===== src/sv/u8lv_pkg.sv =====
`timescale 1ns / 1ps
`default_nettype none

package u8lv_pkg;

    // Bytes and masks used by the decoder
    localparam logic [7:0] BYTE_NUL     = 8'h00;
    localparam logic [7:0] BYTE_COLON   = 8'h3A;
    localparam logic [7:0] ASCII_LIMIT  = 8'h80;
    localparam logic [7:0] LEAD2_MASK   = 8'hE0;
    localparam logic [7:0] LEAD2_CODE   = 8'hC0;
    localparam logic [7:0] LEAD3_MASK   = 8'hF0;
    localparam logic [7:0] LEAD3_CODE   = 8'hE0;
    localparam logic [7:0] LEAD4_MASK   = 8'hF8;
    localparam logic [7:0] LEAD4_CODE   = 8'hF0;
    localparam logic [1:0] CONT_TAG     = 2'b10;

    // Code point limits
    localparam logic [20:0] CP_MIN_2    = 21'h00080;
    localparam logic [20:0] CP_MIN_3    = 21'h00800;
    localparam logic [20:0] CP_MIN_4    = 21'h10000;
    localparam logic [20:0] CP_SURR_LO  = 21'h0D800;
    localparam logic [20:0] CP_SURR_HI  = 21'h0DFFF;
    localparam logic [20:0] CP_MAX      = 21'h10FFFF;

    // Sequence lengths
    localparam logic [2:0] SEQ_NONE     = 3'd0;
    localparam logic [2:0] SEQ_1        = 3'd1;
    localparam logic [2:0] SEQ_2        = 3'd2;
    localparam logic [2:0] SEQ_3        = 3'd3;
    localparam logic [2:0] SEQ_4        = 3'd4;

    typedef struct packed {
        logic [1:0]  pending;
        logic [2:0]  seq_len;
        logic [20:0] cp_bits;
        logic        error;
    } dec_state_t;

    localparam dec_state_t DEC_STATE_IDLE = '{
        pending:    2'd0,
        seq_len:    SEQ_NONE,
        cp_bits:    21'd0,
        error:      1'b0
    };

endpackage

`default_nettype wire


===== src/sv/u8lv_decode.sv =====
`timescale 1ns / 1ps
`default_nettype none

// One decode step: state plus one registered item gives the next state and
// the verdict for a final item.
module u8lv_decode
    import u8lv_pkg::*;
(
    input  wire dec_state_t  cur_state,
    input  wire logic [7:0]  data_byte,
    input  wire logic        end_of_string,
    input  wire logic        string_empty,
    output dec_state_t       next_state,
    output logic             accepted
);

    dec_state_t  after_byte;
    logic [20:0] cp_shift;
    logic [1:0]  pend_dec;

    always_comb
    begin
        after_byte = cur_state;
        cp_shift   = {cur_state.cp_bits[14:0], data_byte[5:0]};
        pend_dec   = cur_state.pending - 2'd1;

        if (!string_empty && !cur_state.error)
        begin
            if (cur_state.pending == 2'd0)
            begin
                // lead byte
                if (data_byte inside {BYTE_NUL, BYTE_COLON})
                begin
                    after_byte.error = 1'b1;
                end
                else if (data_byte < ASCII_LIMIT)
                begin
                    after_byte.seq_len = SEQ_1;
                    after_byte.cp_bits = {13'd0, data_byte};
                end
                else if ((data_byte & LEAD2_MASK) == LEAD2_CODE)
                begin
                    after_byte.seq_len = SEQ_2;
                    after_byte.cp_bits = {16'd0, data_byte[4:0]};
                    after_byte.pending = 2'd1;
                end
                else if ((data_byte & LEAD3_MASK) == LEAD3_CODE)
                begin
                    after_byte.seq_len = SEQ_3;
                    after_byte.cp_bits = {17'd0, data_byte[3:0]};
                    after_byte.pending = 2'd2;
                end
                else if ((data_byte & LEAD4_MASK) == LEAD4_CODE)
                begin
                    after_byte.seq_len = SEQ_4;
                    after_byte.cp_bits = {18'd0, data_byte[2:0]};
                    after_byte.pending = 2'd3;
                end
                else
                begin
                    after_byte.error = 1'b1;
                end
            end
            else if (data_byte[7:6] != CONT_TAG)
            begin
                after_byte.error = 1'b1;
            end
            else
            begin
                after_byte.cp_bits = cp_shift;
                after_byte.pending = pend_dec;
                if (pend_dec == 2'd0)
                begin
                    // sequence complete: overlong, surrogate and range checks
                    if ((cur_state.seq_len == SEQ_2 && cp_shift < CP_MIN_2) ||
                        (cur_state.seq_len == SEQ_3 && cp_shift < CP_MIN_3) ||
                        (cur_state.seq_len == SEQ_4 && cp_shift < CP_MIN_4) ||
                        (cp_shift inside {[CP_SURR_LO:CP_SURR_HI]}) ||
                        (cp_shift > CP_MAX))
                    begin
                        after_byte.error = 1'b1;
                    end
                end
            end
        end

        accepted   = !after_byte.error && (after_byte.pending == 2'd0);
        next_state = end_of_string ? DEC_STATE_IDLE : after_byte;
    end

endmodule

`default_nettype wire


===== src/sv/utf8_localpart_validator_unit.sv =====
`timescale 1ns / 1ps
`default_nettype none

// Channel   | Dir | Payload                                         | Item
// ----------+-----+-------------------------------------------------+----------------------
// s_axis    | in  | tdata[7:0] data_byte, tlast end_of_string,      | one byte (or none)
//           |     | tuser string_empty                              |
// m_axis    | out | tdata[0] accepted, tdata[7:1] zero              | one verdict per string
//
// One item a cycle while no final item waits on a stalled result. Each item
// is held in the input register, where the decode step updates the string
// state and, on a final item, loads the verdict into the output register.
// Asynchronous active-low reset clears the string state and both valids.
// A stalled result holds the output register; only a final item then waits
// in the input register, bytes that give no verdict keep flowing.

module utf8_localpart_validator_unit
    import u8lv_pkg::*;
(
    input  wire logic       clk,
    input  wire logic       rst_n,

    input  wire logic       s_axis_tvalid,
    output logic            s_axis_tready,
    input  wire logic [7:0] s_axis_tdata,   // [7:0] data_byte
    input  wire logic       s_axis_tlast,   // end_of_string
    input  wire logic       s_axis_tuser,   // [0] string_empty

    output logic            m_axis_tvalid,
    input  wire logic       m_axis_tready,
    output logic [7:0]      m_axis_tdata    // [0] accepted, [7:1] zero
);

    // input register
    logic       in_valid_reg;
    logic       in_valid_next;
    logic [7:0] in_byte_reg;
    logic       in_last_reg;
    logic       in_empty_reg;

    // string state
    dec_state_t state_reg;
    dec_state_t state_next;

    // result register
    logic       out_valid_reg;
    logic       out_valid_next;
    logic       out_acc_reg;
    logic       out_acc_next;

    logic       dec_accepted;
    logic       advance;
    logic       in_take;

    u8lv_decode u_decode (
        .cur_state     (state_reg),
        .data_byte     (in_byte_reg),
        .end_of_string (in_last_reg),
        .string_empty  (in_empty_reg),
        .next_state    (state_next),
        .accepted      (dec_accepted)
    );

    // The item in the input register moves on unless it carries a verdict
    // and the result register is still held by the sink.
    assign advance       = in_valid_reg && (!in_last_reg || !out_valid_reg || m_axis_tready);
    assign s_axis_tready = !in_valid_reg || advance;
    assign in_take       = s_axis_tvalid && s_axis_tready;

    always_comb
    begin
        in_valid_next = in_take ? 1'b1 : (advance ? 1'b0 : in_valid_reg);

        out_valid_next = out_valid_reg;
        out_acc_next   = out_acc_reg;
        if (advance && in_last_reg)
        begin
            out_valid_next = 1'b1;
            out_acc_next   = dec_accepted;
        end
        else if (m_axis_tready)
        begin
            out_valid_next = 1'b0;
        end
    end

    always_ff @(posedge clk or negedge rst_n)
    begin
        if (!rst_n)
        begin
            in_valid_reg  <= 1'b0;
            out_valid_reg <= 1'b0;
            state_reg     <= DEC_STATE_IDLE;
        end
        else
        begin
            in_valid_reg  <= in_valid_next;
            out_valid_reg <= out_valid_next;
            if (advance)
            begin
                state_reg <= state_next;
            end
        end
    end

    always_ff @(posedge clk)
    begin
        if (in_take)
        begin
            in_byte_reg  <= s_axis_tdata;
            in_last_reg  <= s_axis_tlast;
            in_empty_reg <= s_axis_tuser;
        end
        out_acc_reg <= out_acc_next;
    end

    assign m_axis_tvalid = out_valid_reg;
    assign m_axis_tdata  = {7'd0, out_acc_reg};

endmodule

`default_nettype wire


===== config.mk =====
export PLATFORM = sky130hd
export DESIGN_NAME = utf8_localpart_validator_unit
export DESIGN_NICKNAME = d
export VERILOG_FILES = /design/src/sv/u8lv_pkg.sv /design/src/sv/u8lv_decode.sv /design/src/sv/utf8_localpart_validator_unit.sv
export SDC_FILE = /design/constraint.sdc
export NUM_CORES = 1
export LEC_CHECK = 0
export CORE_MARGIN = 8
export CORE_UTILIZATION = 40
export DETAILED_ROUTE_END_ITERATION = 10
export DONT_BUFFER_PORTS = 1
export PLACE_DENSITY_LB_ADDON = 0.25
export SLEW_MARGIN = 20
export SYNTH_ARGS = -nofsm -noshare
export SYNTH_HDL_FRONTEND = slang
export SYNTH_SLANG_ARGS = --single-unit

===== constraint.sdc =====
create_clock -name clk -period 1.8 [get_ports clk]
set_clock_uncertainty 0.05 [all_clocks]
set_input_delay 0.09 -clock clk [delete_from_list [all_inputs] [get_ports clk]]
set_output_delay 0.09 -clock clk [all_outputs]
set_load 0.005 [all_outputs]

== After elaboration in Yosys (flattened, before gate mapping) ==
Index checks and enable logic that the tools add are counted.
Operators by class
  add/sub/neg operators: 1
  multiply operators: 0
  div/mod/pow operators: 0
  magnitude comparators: 7
  equality and inequality tests: 12
  shifts and indexed selects: 0
  multiplexer cells: 25
  bitwise gates (word level): 0
  reduce and logical (&&, ||, !) cells: 34
Operators with widths (number)
  26-bit 2-to-1 mux: 4
  27-bit 2-to-1 mux: 2
  24-bit 2-to-1 mux: 1
  22-bit 2-to-1 mux: 1
  21-bit by 16-bit greater-or-equal comparator with 1-bit output (second input constant): 1
  21-bit greater-than comparator (second input constant): 1
  21-bit by 16-bit less-or-equal comparator with 1-bit output (second input constant): 1
  21-bit by 12-bit < comparator with 1-bit output (second input constant): 1
  21-bit by 17-bit < comparator with 1-bit output (second input constant): 1
  21-bit by 8-bit < comparator with 1-bit output (second input constant): 1
  21-bit 2-to-1 mux: 1
  1-bit 2-to-1 mux: 12
  5-bit AND reduction: 2
  2-bit nonzero test: 5
  1-bit logical AND: 9
  8-bit by 6-bit equality test with 1-bit output (second input constant): 1
  8-bit logical NOT: 1
  8-bit < comparator (second input constant): 1
  1-bit logical OR: 7
  3-bit by 2-bit equality test with 1-bit output (second input constant): 2
  3-bit equality test (second input constant): 2
  1-bit logical NOT: 6
  2-bit logical NOT: 3
  2-bit 2-to-1 mux: 3
  9 further kinds: 10
Word-level totals
  register bits: 34
  bits in latches: 0
  RAM bits: 0
  ROM bits: 0
  input bits: 14
  output and inout port bits: 10
  word-level logic and storage cells: 89
  memories: 0

== Longest topological paths before layout ==
  depth in word-level cells: 13
  mapped depth: 8
  depth with buffers taken out: 7

== By module ==
A second synthesis with hierarchy kept.
Second synthesis, totals
  cell total of the unflattened synthesis: 358
  area, all modules: 3199.3 µm²
By module, submodules not included
  utf8_localpart_validator_unit: times used 1, cells an instance 184, area an instance 2180.8 µm², seq. area each 1056.0 µm²
  u8lv_decode: times used 1, cells an instance 174, area an instance 1018.5 µm², seq. area each 0.0 µm²

== Worst setup path after synthesis ==
OpenSTA, ideal clock, no wires.
  path type: reg2reg
  from: reg state_reg[25] in the netlist's numbering
  to: reg out_acc_reg, data pin
  setup time: 0.131 ns
  data arrival time: 1.681 ns
  required time: 1.619 ns
  path slack: -0.062 ns
  stages on the path, launching flop included: 9
  buffers on the path: 2
  period minus slack after synthesis: 1.862 ns
  path through: dfrtp_1 inv_1 ha_1 clkbuf_1 clkbuf_1 o21ai_1 o2bb2ai_1 a2111oi_0 o211a_1
Between the ends
  cells in the longest elaborated chain, start to end: 9
  elaborated cells between the ends (all ways): 17
  those cells by class: 1 x add/sub; 11 x mux; 5 x reduce/logical
Ends and longest elaborated chain
  start: declaration: RTL line utf8_localpart_validator_unit.sv:42  | dec_state_t state_reg;
  start signal: assignment: RTL line utf8_localpart_validator_unit.sv:101  | state_reg <= state_next;
  parallel branches: the longest is 6 deep, another holds 2-bit by 1-bit subtractor with 2-bit output
  27-bit 2-to-1 mux (*): RTL line u8lv_decode.sv:27  | if (!string_empty && !cur_state.error)
  2-bit logical NOT: RTL line u8lv_decode.sv:87  | accepted = !after_byte.error && (after_byte.pending == 2'd0);
  1-bit logical AND (*): RTL line u8lv_decode.sv:87
  named net dec_accepted: RTL line utf8_localpart_validator_unit.sv:51  | logic dec_accepted;
  end signal: assignment: RTL line utf8_localpart_validator_unit.sv:114  | out_acc_reg <= out_acc_next;
  end: declaration: RTL line utf8_localpart_validator_unit.sv:48  | logic out_acc_reg;
Mark *: on every way through the listed nets, which the timed path passes. The select of a mux whose other input is x is not followed.
A chain may end at the register's enable or synchronous reset.

== Worst setup path in the final report ==
  from: reg state_reg[2] in the netlist's numbering
  to: reg out_acc_reg, data pin
Between the ends
  cells in the longest elaborated chain, start to end: 13
  elaborated cells between the ends (all ways): 21
  those cells by class: 6 x order compare; 5 x mux; 10 x reduce/logical
Ends and longest elaborated chain
  21-bit by 8-bit < comparator with 1-bit output / 21-bit by 12-bit < comparator with 1-bit output (equally long branches): RTL line u8lv_decode.sv:75, u8lv_decode.sv:76
  1-bit logical AND, on equally long branches: RTL line u8lv_decode.sv:75, u8lv_decode.sv:76
  1-bit logical OR: RTL line u8lv_decode.sv:75  | if ((cur_state.seq_len == SEQ_2 && cp_shift < CP_MIN_2) ||
  1-bit logical OR: RTL line u8lv_decode.sv:76  | (cur_state.seq_len == SEQ_3 && cp_shift < CP_MIN_3) ||
  1-bit logical OR: RTL line u8lv_decode.sv:77  | (cur_state.seq_len == SEQ_4 && cp_shift < CP_MIN_4) ||
  1-bit logical OR (*): RTL line u8lv_decode.sv:78  | (cp_shift inside {[CP_SURR_LO:CP_SURR_HI]}) ||
  1-bit 2-to-1 mux (*): RTL line u8lv_decode.sv:75
  1-bit 2-to-1 mux (*): RTL line u8lv_decode.sv:72  | if (pend_dec == 2'd0)
  1-bit 2-to-1 mux (*): RTL line u8lv_decode.sv:64  | else if (data_byte[7:6] != CONT_TAG)
  22-bit 2-to-1 mux (*): RTL line u8lv_decode.sv:29  | if (cur_state.pending == 2'd0)
  27-bit 2-to-1 mux (*): RTL line u8lv_decode.sv:27
  1-bit logical NOT (*): RTL line u8lv_decode.sv:87
  1-bit logical AND (*): RTL line u8lv_decode.sv:87
  named net dec_accepted: RTL line utf8_localpart_validator_unit.sv:51
Mark *: on every way through the listed nets, which the timed path passes. The rest lies on a longest branch. The select of a mux whose other input is x is not followed.

==> run summary <==
status -> finished clean
depth of the CTS H-tree -> 2
Final ANT Viol Nets -> 0
cell taking the most area after synthesis -> dfrtp_1
LEAKAGE -> 1.06 nW
vias in the first global route -> 1401
setup total negative slack -> 0 ps
diodes inserted -> 0
RSZ-0062 raised after global routing -> yes
share of cells above drive strength 1 -> 35.1%
WL per Instance -> 16.2 um
worst hold path type -> input port to register
final core occ -> 56.0%
Post-Syn Area -> 1780 um^2
clk_lat worst skew -> 300 ps
routability cong. -> 0.864
first-pass GRT wire length -> 6330 um
crit path cell chain -> nor4_2 -> o211ai_1 -> a311oi_2 -> a21oi_2 -> o211a_1
placed insts -> 228
# setup viols final -> 0
FF+latch count, synth -> 34
Pwr Density -> 1110 nW/um^2
final hold violation count -> 0
Period Utilization, post-route -> 98.7%
CTS root buf -> clkbuf_8
Final Instance Area -> 2420 um^2
DR vias/cell -> 5.57
met3 WL -> 238 um
relative slew slack -> 64.1%
max incr delay on CP -> 400 ps
Synth top cells by count -> 23 x dfrtp_1, 16 x a22o_1, 11 x edfxtp_1
floorplan row count -> 24
footprint of the multi-input gates -> 912 um^2
Chip Width -> 82.7 um
area occupied by registers -> 906 um^2
Die Ht -> 82.7 um
Max Used Layer -> met4
total power -> 2.68 mW
DRC errors left -> 0
main area contributors after synthesis -> dfrtp_1 32%, edfxtp_1 19%, a22o_1 7.9%, buf_4 3.4%, a21oi_1 2.5%
# port buffers -> 0
Num CTS Buffers -> 5
largest net degree at the start of global routing -> 24
Post-DP HPWL -> 2750 um
fin. max-slew vios -> 0
Mean Syn Cell Area -> 11.3 um^2
initial antenna violation count -> 0
worst vdd ir -> 0.672 mV
CP Capture Type -> register
count leader, synth -> dfrtp_1
DR pass1 iterations -> 4
# nets final -> 220
Core Box Area -> 4320 um^2
TritonCTS Sinks -> 34
worst-margin pin slew -> 538 ps
Critical Path RT -> 1800 ps
Post-Syn Instances -> 158
synth unique cells -> 48
GRT Total Usage -> 12.2%
fill cell count -> 350
crit path time final -> 1780 ps
final wirelength -> 4170 um
fin cells -> 257
max_cap viols -> 0
Largest register FFs -> 21
Top FF cell, synth -> dfrtp_1
FFs w/ async S/R, synth -> 67.6%
M1 WL -> 1730 um
die area -> 6840 um^2
Post-synth EDFFs -> 11
cell family with most CP delay -> compound AO/OA/AOI/OAI gates
Met2 Routed Length -> 2070 um
Placed Area -> 1950 um^2
post-synthesis sequential area ratio -> 50.9%
io pins -> 24
DR vias -> 1432
Crit-path slowest cell -> dfrtp_1
crit path DAT -> 1780 ps
TritonCTS clock tree -> yes
Longest Clk Path Bufs -> 2
initial DRC count -> 80
Buf/Inv on CP -> 0
grt total ovfl -> 0
area share of the largest cell type after synthesis -> 32.3%
Max Freq -> 563 MHz
Startpoint Class -> register
yosys warns -> 0
largest fanout on the critical path -> 3
Starting Density -> 41.1%
Synth-to-Final Area Change -> 36.1%
WS Path Type -> register to register
Reg clk slew, reported paths -> 70 ps
==> stage by stage <==
stage	hold slack, ps	setup slack, ps
2_1_floorplan	-256	-28.6
3_3_place_gp	-255	-91.9
3_5_place_dp	-254	-138
4_1_cts	48.8	3.69
5_1_grt	90.4	-116
6_report	42.4	22.7
==> path summary, 6_finish.rpt <==
| check | slack (ps) | endpoint | depth (start not counted) | startpoint |
|---|---|---|---|---|
| max | 20 | out_acc_reg | 5 | state_reg[2] |
| min in group asynchronous | 250 | state_reg[11] | 2 | rst_n |
| max in group asynchronous | 1080 | in_valid_reg | 2 | rst_n |
| min reg2reg | 480 | state_reg[1] | 1 | state_reg[1] |
| min | 40 | in_valid_reg | 3 | m_axis_tready |
| max reg2reg | 20 | out_acc_reg | 5 | state_reg[2] |
==> timing repair <==
action / 4_1_cts / 5_1_grt
cloned: 0 / 1
resized for setup: 8 / 23
hold buffers: 12 / 1
endpoints found under the setup margin: 16 / 17
pin swaps: 4 / 12
buffers inserted: 2 / 6
hold endpoints to repair: 34 / 23
==> final cells by class <==
class,instances,area share [%]
Inverter,6,0.930
Sequential cell,34,37.4
Tap cell,52,2.69
Clock inverter,1,0.362
Timing Repair Buffer,47,16.0
Clock buffer,7,4.91
Multi-Input combinational cell,110,37.7
==> cell families after synthesis <==
| logic type | synth area share (%) |
|---|---|
| flip-flops | 50.9 |
| XOR/XNOR | 0.492 |
| adder cells (fa/ha/maj) | 1.41 |
| AND/OR/NAND/NOR | 18.4 |
| AO/OA/AOI/OAI | 20.7 |
| other | 0.211 |
| buffers and inverters | 7.88 |
==> cell usage in the layout, fill, tap and decap left out, types with 4 or more instances in the layout <==
cell type	count
edfxtp_1	11
a22o_1	16
conb_1	7
inv_1	4
buf_4	32
nand2b_1	6
a21oi_1	7
dlygate4sd3_1	12
nor2_1	9
clkbuf_8	5
nand2_1	8
dfrtp_1	23
==> worst register-to-register path, stage by stage (launching register included) <==
cell,delay (ps)
dfrtp_1,400
nor4_2,320
o211ai_1,140
a311oi_2,350
a21oi_2,70
o211a_1,210
==> per-layer routing <==
metal / vias to the layer above / track usage, %
li1: 673 / -
met1: 700 / 13.5
met2: 47 / 20.3
met3: 12 / 4.00
met4: 0 / 6.90
met5: - / 0
==> report_power, final <==
part	internal (mW)	switching (mW)	total, mW
Combinational	0.505	0.467	0.973
Clock	0.443	0.293	0.736
Sequential	0.890	0.0825	0.973
Total	1.84	0.843	2.68
(Power assumes the default switching activity.)
